File: config.mk
export PLATFORM = sky130hd
export DESIGN_NAME = run_segment_gap_detect_flat
export DESIGN_NICKNAME = d
export VERILOG_FILES = /design/src/hw/rtl/rsgd_pkg.sv /design/src/hw/rtl/rsgd_in_if.sv /design/src/hw/rtl/rsgd_out_if.sv /design/src/hw/rtl/run_segment_gap_detect.sv /design/src/flat_wrapper.sv
export VERILOG_INCLUDE_DIRS = /design/src /design/src/hw/rtl
export SDC_FILE = /design/constraint.sdc
export NUM_CORES = 1
export LEC_CHECK = 0
export BUFFER_PORTS_ARGS = -buffer_cell sky130_fd_sc_hd__buf_2
export CAP_MARGIN = 20
export CORE_MARGIN = 10
export CORE_UTILIZATION = 55
export DETAILED_ROUTE_END_ITERATION = 12
export PLACE_DENSITY = 0.76
export SETUP_SLACK_MARGIN = 0.5
export SYNTH_ARGS = -nofsm -noshare
export SYNTH_HDL_FRONTEND = slang
export SYNTH_SLANG_ARGS = --single-unit
export TNS_END_PERCENT = 1
File: constraint.sdc
create_clock -name clk -period 16.4 [get_ports clk]
set_input_delay 0.82 -clock clk [delete_from_list [all_inputs] [get_ports clk]]
set_output_delay 0.82 -clock clk [all_outputs]
set_load 0.05 [all_outputs]
File: src/hw/rtl/run_segment_gap_detect_assert.svh
// Assertion macros for run_segment_gap_detect.sv. Each use names the clock clk
// and the active-low reset rst_n of the including module.
`ifndef RUN_SEGMENT_GAP_DETECT_ASSERT_SVH
`define RUN_SEGMENT_GAP_DETECT_ASSERT_SVH

// Same-cycle implication.
`define RSGD_ASSERT_NOW(name, ante, cons) \
  name: assert property (@(posedge clk) disable iff (!rst_n) (ante) |-> (cons)) \
    else $error("assertion failed");

// Next-cycle implication.
`define RSGD_ASSERT_NEXT(name, ante, cons) \
  name: assert property (@(posedge clk) disable iff (!rst_n) (ante) |=> (cons)) \
    else $error("assertion failed");

`endif

File: src/hw/rtl/rsgd_pkg.sv
`default_nettype none

package rsgd_pkg;

  typedef enum logic [1:0] {
    CLS_BLACK = 2'd0,
    CLS_RED   = 2'd1,
    CLS_WHITE = 2'd2
  } cls_t;

  localparam logic [7:0] BLACK_LEVEL_RST = 8'd0;
  localparam logic [7:0] RED_LEVEL_RST   = 8'd128;

  localparam logic CFG_IDX_BLACK = 1'b0;
  localparam logic CFG_IDX_RED   = 1'b1;

  typedef struct packed {
    logic red_seen;
    logic gap_seen;
    logic blocked_line;
    logic blocked_frame;
  } gap_t;

  typedef struct packed {
    logic [12:0] seg_key;
    cls_t        seg_class;
    logic [12:0] seg_length;
    logic [11:0] seg_mid;
    logic        line_done;
    logic        line_blocked;
    logic        frame_blocked;
  } res_t;

  // Update the obstruction tracker with one closing segment.
  function automatic gap_t track_gap(gap_t s, cls_t c);
    gap_t r;
    r = s;
    if (c == CLS_RED) begin
      if (s.red_seen && s.gap_seen) begin
        r.blocked_line  = 1'b1;
        r.blocked_frame = 1'b1;
      end
      r.red_seen = 1'b1;
      r.gap_seen = 1'b0;
    end else if (s.red_seen) begin
      r.gap_seen = 1'b1;
    end
    return r;
  endfunction

endpackage

`default_nettype wire

File: src/hw/rtl/rsgd_in_if.sv
`default_nettype none

interface rsgd_in_if;
  logic       valid;
  logic       ready;
  logic [7:0] pixel_value;
  logic       last_in_line;
  logic       frame_start;

  modport source (output valid, output pixel_value, output last_in_line,
                  output frame_start, input ready);
  modport sink   (input valid, input pixel_value, input last_in_line,
                  input frame_start, output ready);
endinterface

`default_nettype wire

File: src/hw/rtl/rsgd_out_if.sv
`default_nettype none

interface rsgd_out_if;
  import rsgd_pkg::*;

  logic        valid;
  logic        ready;
  logic [12:0] seg_key;
  cls_t        seg_class;
  logic [12:0] seg_length;
  logic [11:0] seg_mid;
  logic        line_done;
  logic        line_blocked;
  logic        frame_blocked;

  modport source (output valid, output seg_key, output seg_class, output seg_length,
                  output seg_mid, output line_done, output line_blocked,
                  output frame_blocked, input ready);
  modport sink   (input valid, input seg_key, input seg_class, input seg_length,
                  input seg_mid, input line_done, input line_blocked,
                  input frame_blocked, output ready);
endinterface

`default_nettype wire

File: src/hw/rtl/run_segment_gap_detect.sv
// Channel  | Dir | Handshake       | Payload
// ---------+-----+-----------------+-------------------------------------------------
// in_ch    | in  | valid / ready   | pixel_value, last_in_line, frame_start
// out_ch   | out | valid / ready   | seg_key, seg_class, seg_length, seg_mid,
//          |     |                 | line_done, line_blocked, frame_blocked
// cfg_*    | in  | cfg_we only     | cfg_idx, cfg_wdata
//
// One pixel item per cycle while the queue has room: an item sits in the input
// register, then its segment results (zero, one or two) land in a four-entry
// result queue. The input register advances whenever the queue holds two items
// or fewer, so the rate is one pixel per cycle while the sink keeps up; a pixel
// that closes two segments puts two results in the queue.
// Reset (rst_n, synchronous, active low) clears line and frame state, loads the
// level registers with black 0 and red 128, and empties the queue.
// A stalled sink fills the queue and then drops in_ch.ready.
`default_nettype none

`include "run_segment_gap_detect_assert.svh"

module run_segment_gap_detect #(
  parameter int MAX_LINE_PIXELS = 4096
) (
  input  wire logic        clk,
  input  wire logic        rst_n,
  rsgd_in_if.sink          in_ch,
  rsgd_out_if.source       out_ch,
  input  wire logic        cfg_we,
  input  wire logic        cfg_idx,
  input  wire logic [7:0]  cfg_wdata
);
  import rsgd_pkg::*;

  // Position width follows the line length; arithmetic width covers both the
  // position sum and the 13-bit output fields.
  localparam int PW = (MAX_LINE_PIXELS > 2) ? $clog2(MAX_LINE_PIXELS) : 1;
  localparam int CW = (PW + 1 > 13) ? PW + 1 : 13;
  localparam logic [PW-1:0] POS_LAST = PW'(MAX_LINE_PIXELS - 1);
  localparam int QDEPTH = 4;
  localparam int QAW = 2;
  localparam logic [QAW:0] QROOM = 3'd2;

  // ---------------- configuration ----------------
  logic [7:0] black_level_r;
  logic [7:0] red_level_r;

  always_ff @(posedge clk) begin
    if (!rst_n) begin
      black_level_r <= BLACK_LEVEL_RST;
      red_level_r   <= RED_LEVEL_RST;
    end else if (cfg_we) begin
      case (cfg_idx)
        CFG_IDX_BLACK: black_level_r <= cfg_wdata;
        CFG_IDX_RED:   red_level_r   <= cfg_wdata;
        default:       ;
      endcase
    end
  end

  // ---------------- input register ----------------
  logic       pv_r;
  logic [7:0] px_r;
  logic       last_r;
  logic       fs_r;
  logic [QAW:0] cnt_r;
  logic       advance;
  logic       in_acc;

  // Advance the held pixel only when the queue can take two results.
  assign advance     = pv_r && (cnt_r <= QROOM);
  assign in_ch.ready = !pv_r || advance;
  assign in_acc      = in_ch.valid && in_ch.ready;

  always_ff @(posedge clk) begin
    if (!rst_n) begin
      pv_r <= 1'b0;
    end else if (in_acc) begin
      pv_r <= 1'b1;
    end else if (advance) begin
      pv_r <= 1'b0;
    end
  end

  always_ff @(posedge clk) begin
    if (in_acc) begin
      px_r   <= in_ch.pixel_value;
      last_r <= in_ch.last_in_line;
      fs_r   <= in_ch.frame_start;
    end
  end

  // ---------------- line state ----------------
  logic [PW-1:0] pos_r, pos_nxt;
  logic [PW-1:0] start_r, start_nxt;
  cls_t          prev_r, prev_nxt;
  logic [12:0]   seg_r, seg_nxt;
  gap_t          gap_r, gap_nxt;

  cls_t          cls;
  gap_t          tr0, tr_a, tr_b;
  logic          emit_a, end_line;
  logic [PW-1:0] start1;
  logic [12:0]   cnt_a, cnt_b;
  logic [CW-1:0] pos_x, start_x, start1_x;
  logic [CW-1:0] len_a, len_b, sum_a, sum_b;
  res_t          res_a, res_b;

  always_comb begin
    // Classify: black wins when both levels match.
    if (px_r == black_level_r) begin
      cls = CLS_BLACK;
    end else if (px_r == red_level_r) begin
      cls = CLS_RED;
    end else begin
      cls = CLS_WHITE;
    end

    // Frame start clears the frame verdict before anything else.
    tr0 = gap_r;
    if (fs_r) begin
      tr0.blocked_frame = 1'b0;
    end

    // Class change closes the open run (not on the first pixel of a line).
    emit_a = (pos_r != '0) && (cls != prev_r);
    tr_a   = emit_a ? track_gap(tr0, prev_r) : tr0;
    cnt_a  = seg_r + {12'd0, emit_a};

    if (pos_r == '0) begin
      start1 = '0;
    end else if (emit_a) begin
      start1 = pos_r;
    end else begin
      start1 = start_r;
    end

    // Last pixel, or an overlong line, closes the final run.
    end_line = last_r || (pos_r == POS_LAST);
    tr_b     = end_line ? track_gap(tr_a, cls) : tr_a;
    cnt_b    = cnt_a + 13'd1;

    pos_x    = CW'(pos_r);
    start_x  = CW'(start_r);
    start1_x = CW'(start1);

    // Closed run spans start_r .. pos_r-1.
    len_a = pos_x - start_x;
    sum_a = start_x + pos_x - CW'(1);
    // Final run spans start1 .. pos_r.
    len_b = pos_x - start1_x + CW'(1);
    sum_b = start1_x + pos_x;

    res_a.seg_key       = cnt_a;
    res_a.seg_class     = prev_r;
    res_a.seg_length    = len_a[12:0];
    res_a.seg_mid       = sum_a[12:1];
    res_a.line_done     = 1'b0;
    res_a.line_blocked  = tr_a.blocked_line;
    res_a.frame_blocked = tr_a.blocked_frame;

    res_b.seg_key       = cnt_b;
    res_b.seg_class     = cls;
    res_b.seg_length    = len_b[12:0];
    res_b.seg_mid       = sum_b[12:1];
    res_b.line_done     = 1'b1;
    res_b.line_blocked  = tr_b.blocked_line;
    res_b.frame_blocked = tr_b.blocked_frame;

    // Hold state unless the pixel advances.
    pos_nxt   = pos_r;
    start_nxt = start_r;
    prev_nxt  = prev_r;
    seg_nxt   = seg_r;
    gap_nxt   = gap_r;
    if (advance) begin
      if (end_line) begin
        // Drop all per-line state; keep the frame verdict.
        pos_nxt   = '0;
        start_nxt = '0;
        prev_nxt  = CLS_BLACK;
        seg_nxt   = '0;
        gap_nxt   = '0;
        gap_nxt.blocked_frame = tr_b.blocked_frame;
      end else begin
        pos_nxt   = pos_r + PW'(1);
        start_nxt = start1;
        prev_nxt  = cls;
        seg_nxt   = cnt_a;
        gap_nxt   = tr_a;
      end
    end
  end

  always_ff @(posedge clk) begin
    if (!rst_n) begin
      pos_r   <= '0;
      start_r <= '0;
      prev_r  <= CLS_BLACK;
      seg_r   <= '0;
      gap_r   <= '0;
    end else begin
      pos_r   <= pos_nxt;
      start_r <= start_nxt;
      prev_r  <= prev_nxt;
      seg_r   <= seg_nxt;
      gap_r   <= gap_nxt;
    end
  end

  // ---------------- result queue ----------------
  res_t           q_r [QDEPTH];
  logic [QAW-1:0] wp_r, rp_r;
  logic [QAW-1:0] wp1;
  logic           we0, we1, pop;
  res_t           wd0;
  logic [QAW:0]   n_wr;

  assign we0  = advance && (emit_a || end_line);
  assign we1  = advance && emit_a && end_line;
  assign wd0  = emit_a ? res_a : res_b;
  assign wp1  = wp_r + QAW'(1);
  assign n_wr = {{QAW{1'b0}}, we0} + {{QAW{1'b0}}, we1};
  assign pop  = out_ch.valid && out_ch.ready;

  always_ff @(posedge clk) begin
    for (int i = 0; i < QDEPTH; i++) begin
      if (we0 && (wp_r == QAW'(i))) begin
        q_r[i] <= wd0;
      end
      if (we1 && (wp1 == QAW'(i))) begin
        q_r[i] <= res_b;
      end
    end
  end

  always_ff @(posedge clk) begin
    if (!rst_n) begin
      wp_r  <= '0;
      rp_r  <= '0;
      cnt_r <= '0;
    end else begin
      wp_r  <= wp_r + n_wr[QAW-1:0];
      rp_r  <= rp_r + QAW'(pop);
      cnt_r <= cnt_r + n_wr - {{QAW{1'b0}}, pop};
    end
  end

  assign out_ch.valid         = (cnt_r != '0);
  assign out_ch.seg_key       = q_r[rp_r].seg_key;
  assign out_ch.seg_class     = q_r[rp_r].seg_class;
  assign out_ch.seg_length    = q_r[rp_r].seg_length;
  assign out_ch.seg_mid       = q_r[rp_r].seg_mid;
  assign out_ch.line_done     = q_r[rp_r].line_done;
  assign out_ch.line_blocked  = q_r[rp_r].line_blocked;
  assign out_ch.frame_blocked = q_r[rp_r].frame_blocked;

  // ---------------- checks ----------------
  `RSGD_ASSERT_NOW(a_queue_bound, 1'b1, cnt_r <= 3'd4)
  `RSGD_ASSERT_NOW(a_pos_bound, 1'b1, pos_r <= POS_LAST)
  `RSGD_ASSERT_NOW(a_block_needs_red, gap_r.blocked_line, gap_r.red_seen)
  `RSGD_ASSERT_NEXT(a_line_end_clears, advance && end_line, pos_r == '0 && seg_r == '0)

endmodule

`default_nettype wire

File: src/flat_wrapper.sv
// flat-port wrapper written by rule: the top's interface ports become plain ports
module run_segment_gap_detect_flat import rsgd_pkg::*;
#(
  parameter int MAX_LINE_PIXELS = 4096
)
  (clk, rst_n, cfg_we, cfg_idx, cfg_wdata, in_ch_valid, in_ch_pixel_value, in_ch_last_in_line, in_ch_frame_start, in_ch_ready, out_ch_valid, out_ch_seg_key, out_ch_seg_class, out_ch_seg_length, out_ch_seg_mid, out_ch_line_done, out_ch_line_blocked, out_ch_frame_blocked, out_ch_ready);
  rsgd_in_if in_ch_i ();
  rsgd_out_if out_ch_i ();
  input  wire logic clk;
  input  wire logic rst_n;
  input  wire logic cfg_we;
  input  wire logic cfg_idx;
  input  wire logic [7:0] cfg_wdata;
  input wire logic [$bits(in_ch_i.valid)-1:0] in_ch_valid;
  input wire logic [$bits(in_ch_i.pixel_value)-1:0] in_ch_pixel_value;
  input wire logic [$bits(in_ch_i.last_in_line)-1:0] in_ch_last_in_line;
  input wire logic [$bits(in_ch_i.frame_start)-1:0] in_ch_frame_start;
  output wire logic [$bits(in_ch_i.ready)-1:0] in_ch_ready;
  output wire logic [$bits(out_ch_i.valid)-1:0] out_ch_valid;
  output wire logic [$bits(out_ch_i.seg_key)-1:0] out_ch_seg_key;
  output wire logic [$bits(out_ch_i.seg_class)-1:0] out_ch_seg_class;
  output wire logic [$bits(out_ch_i.seg_length)-1:0] out_ch_seg_length;
  output wire logic [$bits(out_ch_i.seg_mid)-1:0] out_ch_seg_mid;
  output wire logic [$bits(out_ch_i.line_done)-1:0] out_ch_line_done;
  output wire logic [$bits(out_ch_i.line_blocked)-1:0] out_ch_line_blocked;
  output wire logic [$bits(out_ch_i.frame_blocked)-1:0] out_ch_frame_blocked;
  input wire logic [$bits(out_ch_i.ready)-1:0] out_ch_ready;
  assign in_ch_i.valid = in_ch_valid;
  assign in_ch_i.pixel_value = in_ch_pixel_value;
  assign in_ch_i.last_in_line = in_ch_last_in_line;
  assign in_ch_i.frame_start = in_ch_frame_start;
  assign in_ch_ready = in_ch_i.ready;
  assign out_ch_valid = out_ch_i.valid;
  assign out_ch_seg_key = out_ch_i.seg_key;
  assign out_ch_seg_class = out_ch_i.seg_class;
  assign out_ch_seg_length = out_ch_i.seg_length;
  assign out_ch_seg_mid = out_ch_i.seg_mid;
  assign out_ch_line_done = out_ch_i.line_done;
  assign out_ch_line_blocked = out_ch_i.line_blocked;
  assign out_ch_frame_blocked = out_ch_i.frame_blocked;
  assign out_ch_i.ready = out_ch_ready;
  run_segment_gap_detect #(.MAX_LINE_PIXELS(MAX_LINE_PIXELS)) u_core (.clk(clk), .rst_n(rst_n), .in_ch(in_ch_i), .out_ch(out_ch_i), .cfg_we(cfg_we), .cfg_idx(cfg_idx), .cfg_wdata(cfg_wdata));
endmodule
==> impl_metrics.toml <==
[status]
status = "finished, final reports clean"

[floorplan]
die_y_um = 185
ioPinCount = 69
die_w_um = 185
coreArea_sq_um = 27000
rows = 60
die_area_sq_um = 34400
initial_core_util_pct = 55.8

[final_layout]
regArea_sq_um = 6800
fillers = 2092
multi_input_area_sq_um = 7710
layout-drive-gt1-share_pct = 16.4
nets = 1505
final_cell_area_sq_um = 16700
n_antenna_cell = 0
area_growth_pct = 10.7
stdcell_count = 1756

[timing]
slew_headroom_pct = 23.7
setup_viol = 0
clock_skew_ps = 25.8
tightest_slew_ps = 1140
drv_slew = 0
max_freq_ghz = 0.166
fin_crit_ps = 6010
min_period_over_period_pct = 36.6
rsz0062_at_grt = "false"
finalHoldViolCount = 0
fin_setup_tns_ps = 0

[clocking]
cts_sinks = 249
cts_made_buffers = 28
post_cts_buffers = 0
clockBufferDepth = 3
tritoncts = "built"
clockRootBuffer = "clkbuf_16"
ctsResizeCount = 0
clock_latency_ps = 550
cts_hold_buf = 0
htree_levels = 1
clkTransAtPathRegs_ps = 60

[grt]
use_met1_pct = 30.5
grt_overflow = 0
track_usage_pct = 21.9
use_met2_pct = 34.6
met3_usage_pct = 4.08
grt_pass1_vias = 10601
grt_pass1_wl_mm = 59.4
busiest_layer = "met2"
grt_antenna_before_repair = 1
grt_max_degree = 58

[drt]
wirelength_mm = 37.3
num_vias = 10780
wl_per_cell_um = 21.2
vias_per_cell = 6.14
first_pass_iters = 5
drt_iter0_drc = 1416
postRouteAntennaNets = 0
drc = 0

[yosys]
yosys.area.top_type = "edfxtp_1"
synth-edff-count = 181
yosysMostFrequentCell = "edfxtp_1"
synth-xor-area-share_pct = 6.81
synth_ff_type = "edfxtp_1"
synth.area.mux_share_pct = 13.6
ys_seq_area_share_pct = 45.2
synth_area_leaders = "edfxtp_1, dfxtp_1, ha_1"
yosys_warnings = 0
synth_compound_area_share_pct = 11.5
syn_nets = 1456
ys_ff_latch = 249
synth_common_cells = "edfxtp_1, nand2_1, ha_1, inv_1, mux2i_1"
yosysUniqueCellTypes = 83
syn-mean-instance-area_sq_um = 11.2
post-synth-top-area-fraction_pct = 36.1
synth_top_family_by_area = "multiplexers"
netlist_area_sq_um = 15100
syn_inst = 1346
synthSimpleGateAreaFrac_pct = 11.5
synth-adder-area-share_pct = 7.40
async_flop_share_pct = 0

[setup_path]
start_kind = "register"
critical_path_arrival_ps = 6260
worst_setup_path_end_kind = "register"
required_ps = 16650
critical_path_class = "register to register"
crit_fanout = 26

[place]
port_buffers = 68
finalWeightedCongestion = 0.919
dpl_cell_area_sq_um = 15700
place_hpwl_mm = 26.1
dp.cells = 1706

[run]
maxCapViolations = 0

[min_path]
hold_path_class = "primary input to register"

[pwr]
power_density_nw_per_um2 = 108
ir_worst_vdd_mv = 0.0778
p_leak_nw = 6.26
[area by class of cell]
type,instances,area share [%]
Multi-Input combinational cell,948,46.3
Sequential cell,249,40.8
Timing Repair Buffer,83,2.72
Inverter,85,1.91
Tap cell,341,2.56
Clock buffer,28,4.20
Clock inverter,22,1.49
[where the power goes]
part	total [mW]	internal, mW	switching, mW
clock network	0.642	0.377	0.265
registers	0.741	0.702	0.0394
logic	0.420	0.141	0.279
total	1.80	1.22	0.583
[critical path, cell delays in order (launching register included)]
cell	delay (ps)
edfxtp_1	410
xor2_1	160
nor4_1	560
nand2_1	190
a31oi_2	660
nand2_4	360
inv_2	500
ha_1	370
ha_1	370
nor2b_1	310
nand2_1	140
a221o_1	420
nor3_1	580
and2_1	310
xor2_1	190
o22ai_1	120
[stage by stage]
stage / total power [mW] / hold slack, ps / utilization (%) / setup slack [ps]
global route: 1.87 / 421 / 61.8 / 9830
floorplan: 1.07 / 443 / - / 10800
global placement: 1.17 / 464 / 58.3 / 10750
finish: 1.80 / 442 / 61.8 / 10390
detailed placement: 1.18 / 469 / 58.3 / 10590
CTS: 1.82 / 422 / 61.8 / 10490
[placed cells by master, fill, tap and decap left out, drive strengths merged, types with 7 or more instances in the layout]
master    n
a21boi   21
a21o     10
a21oi    48
a22oi    12
a31oi     7
a32o     12
and2     25
and3      9
buf      83
clkbuf   28
clkinv   12
dfxtp    68
edfxtp  181
ha       81
inv      85
mux2     26
mux2i    79
mux4     43
nand2   106
nand2b   15
nand3    23
nand4     9
nor2     78
nor2b    16
nor3     24
nor4      8
o21ai    42
o21bai    8
o22ai    31
or2      14
xnor2    74
xor2     43
[sequential cells by signal, summed over array words and instances (netlist names)]
register              count
u_core.black_level_r      8
u_core.pv_r               1
u_core.rp_r               2
u_core.q_r              172
u_core.start_r           12
u_core.last_r             1
u_core.cnt_r              3
u_core.red_level_r        8
u_core.prev_r             2
u_core.gap_r              4
u_core.fs_r               1
u_core.px_r               8
u_core.wp_r               2
u_core.seg_r             13
u_core.pos_r             12
[cells by family after synthesis]
| kind of cell | after synthesis |
|---|---|
| compound gates | 249 |
| xor+xnor | 117 |
| fa+ha+maj | 86 |
| buf+inv | 149 |
| flops | 249 |
| mux | 148 |
| simple gates | 348 |
[final timing paths]
kind	start	slack (ps)	cells past startpoint	to
setup / recovery	u_core.px_r[4]	10390	15	u_core.q_r[2][40]
hold / removal	in_ch_pixel_value[5]	440	1	u_core.px_r[5]
setup reg to reg	u_core.px_r[4]	10390	15	u_core.q_r[2][40]
hold reg to reg	u_core.red_level_r[5]	470	2	u_core.red_level_r[5]
[per-layer routing]
layer	routed length, um	vias up
met5	0	-
met4	652	0
met3	3510	52
met2	16900	466
met1	16200	5201
li1	-	5061
No activity file was read; power rests on OpenSTA's default activity.
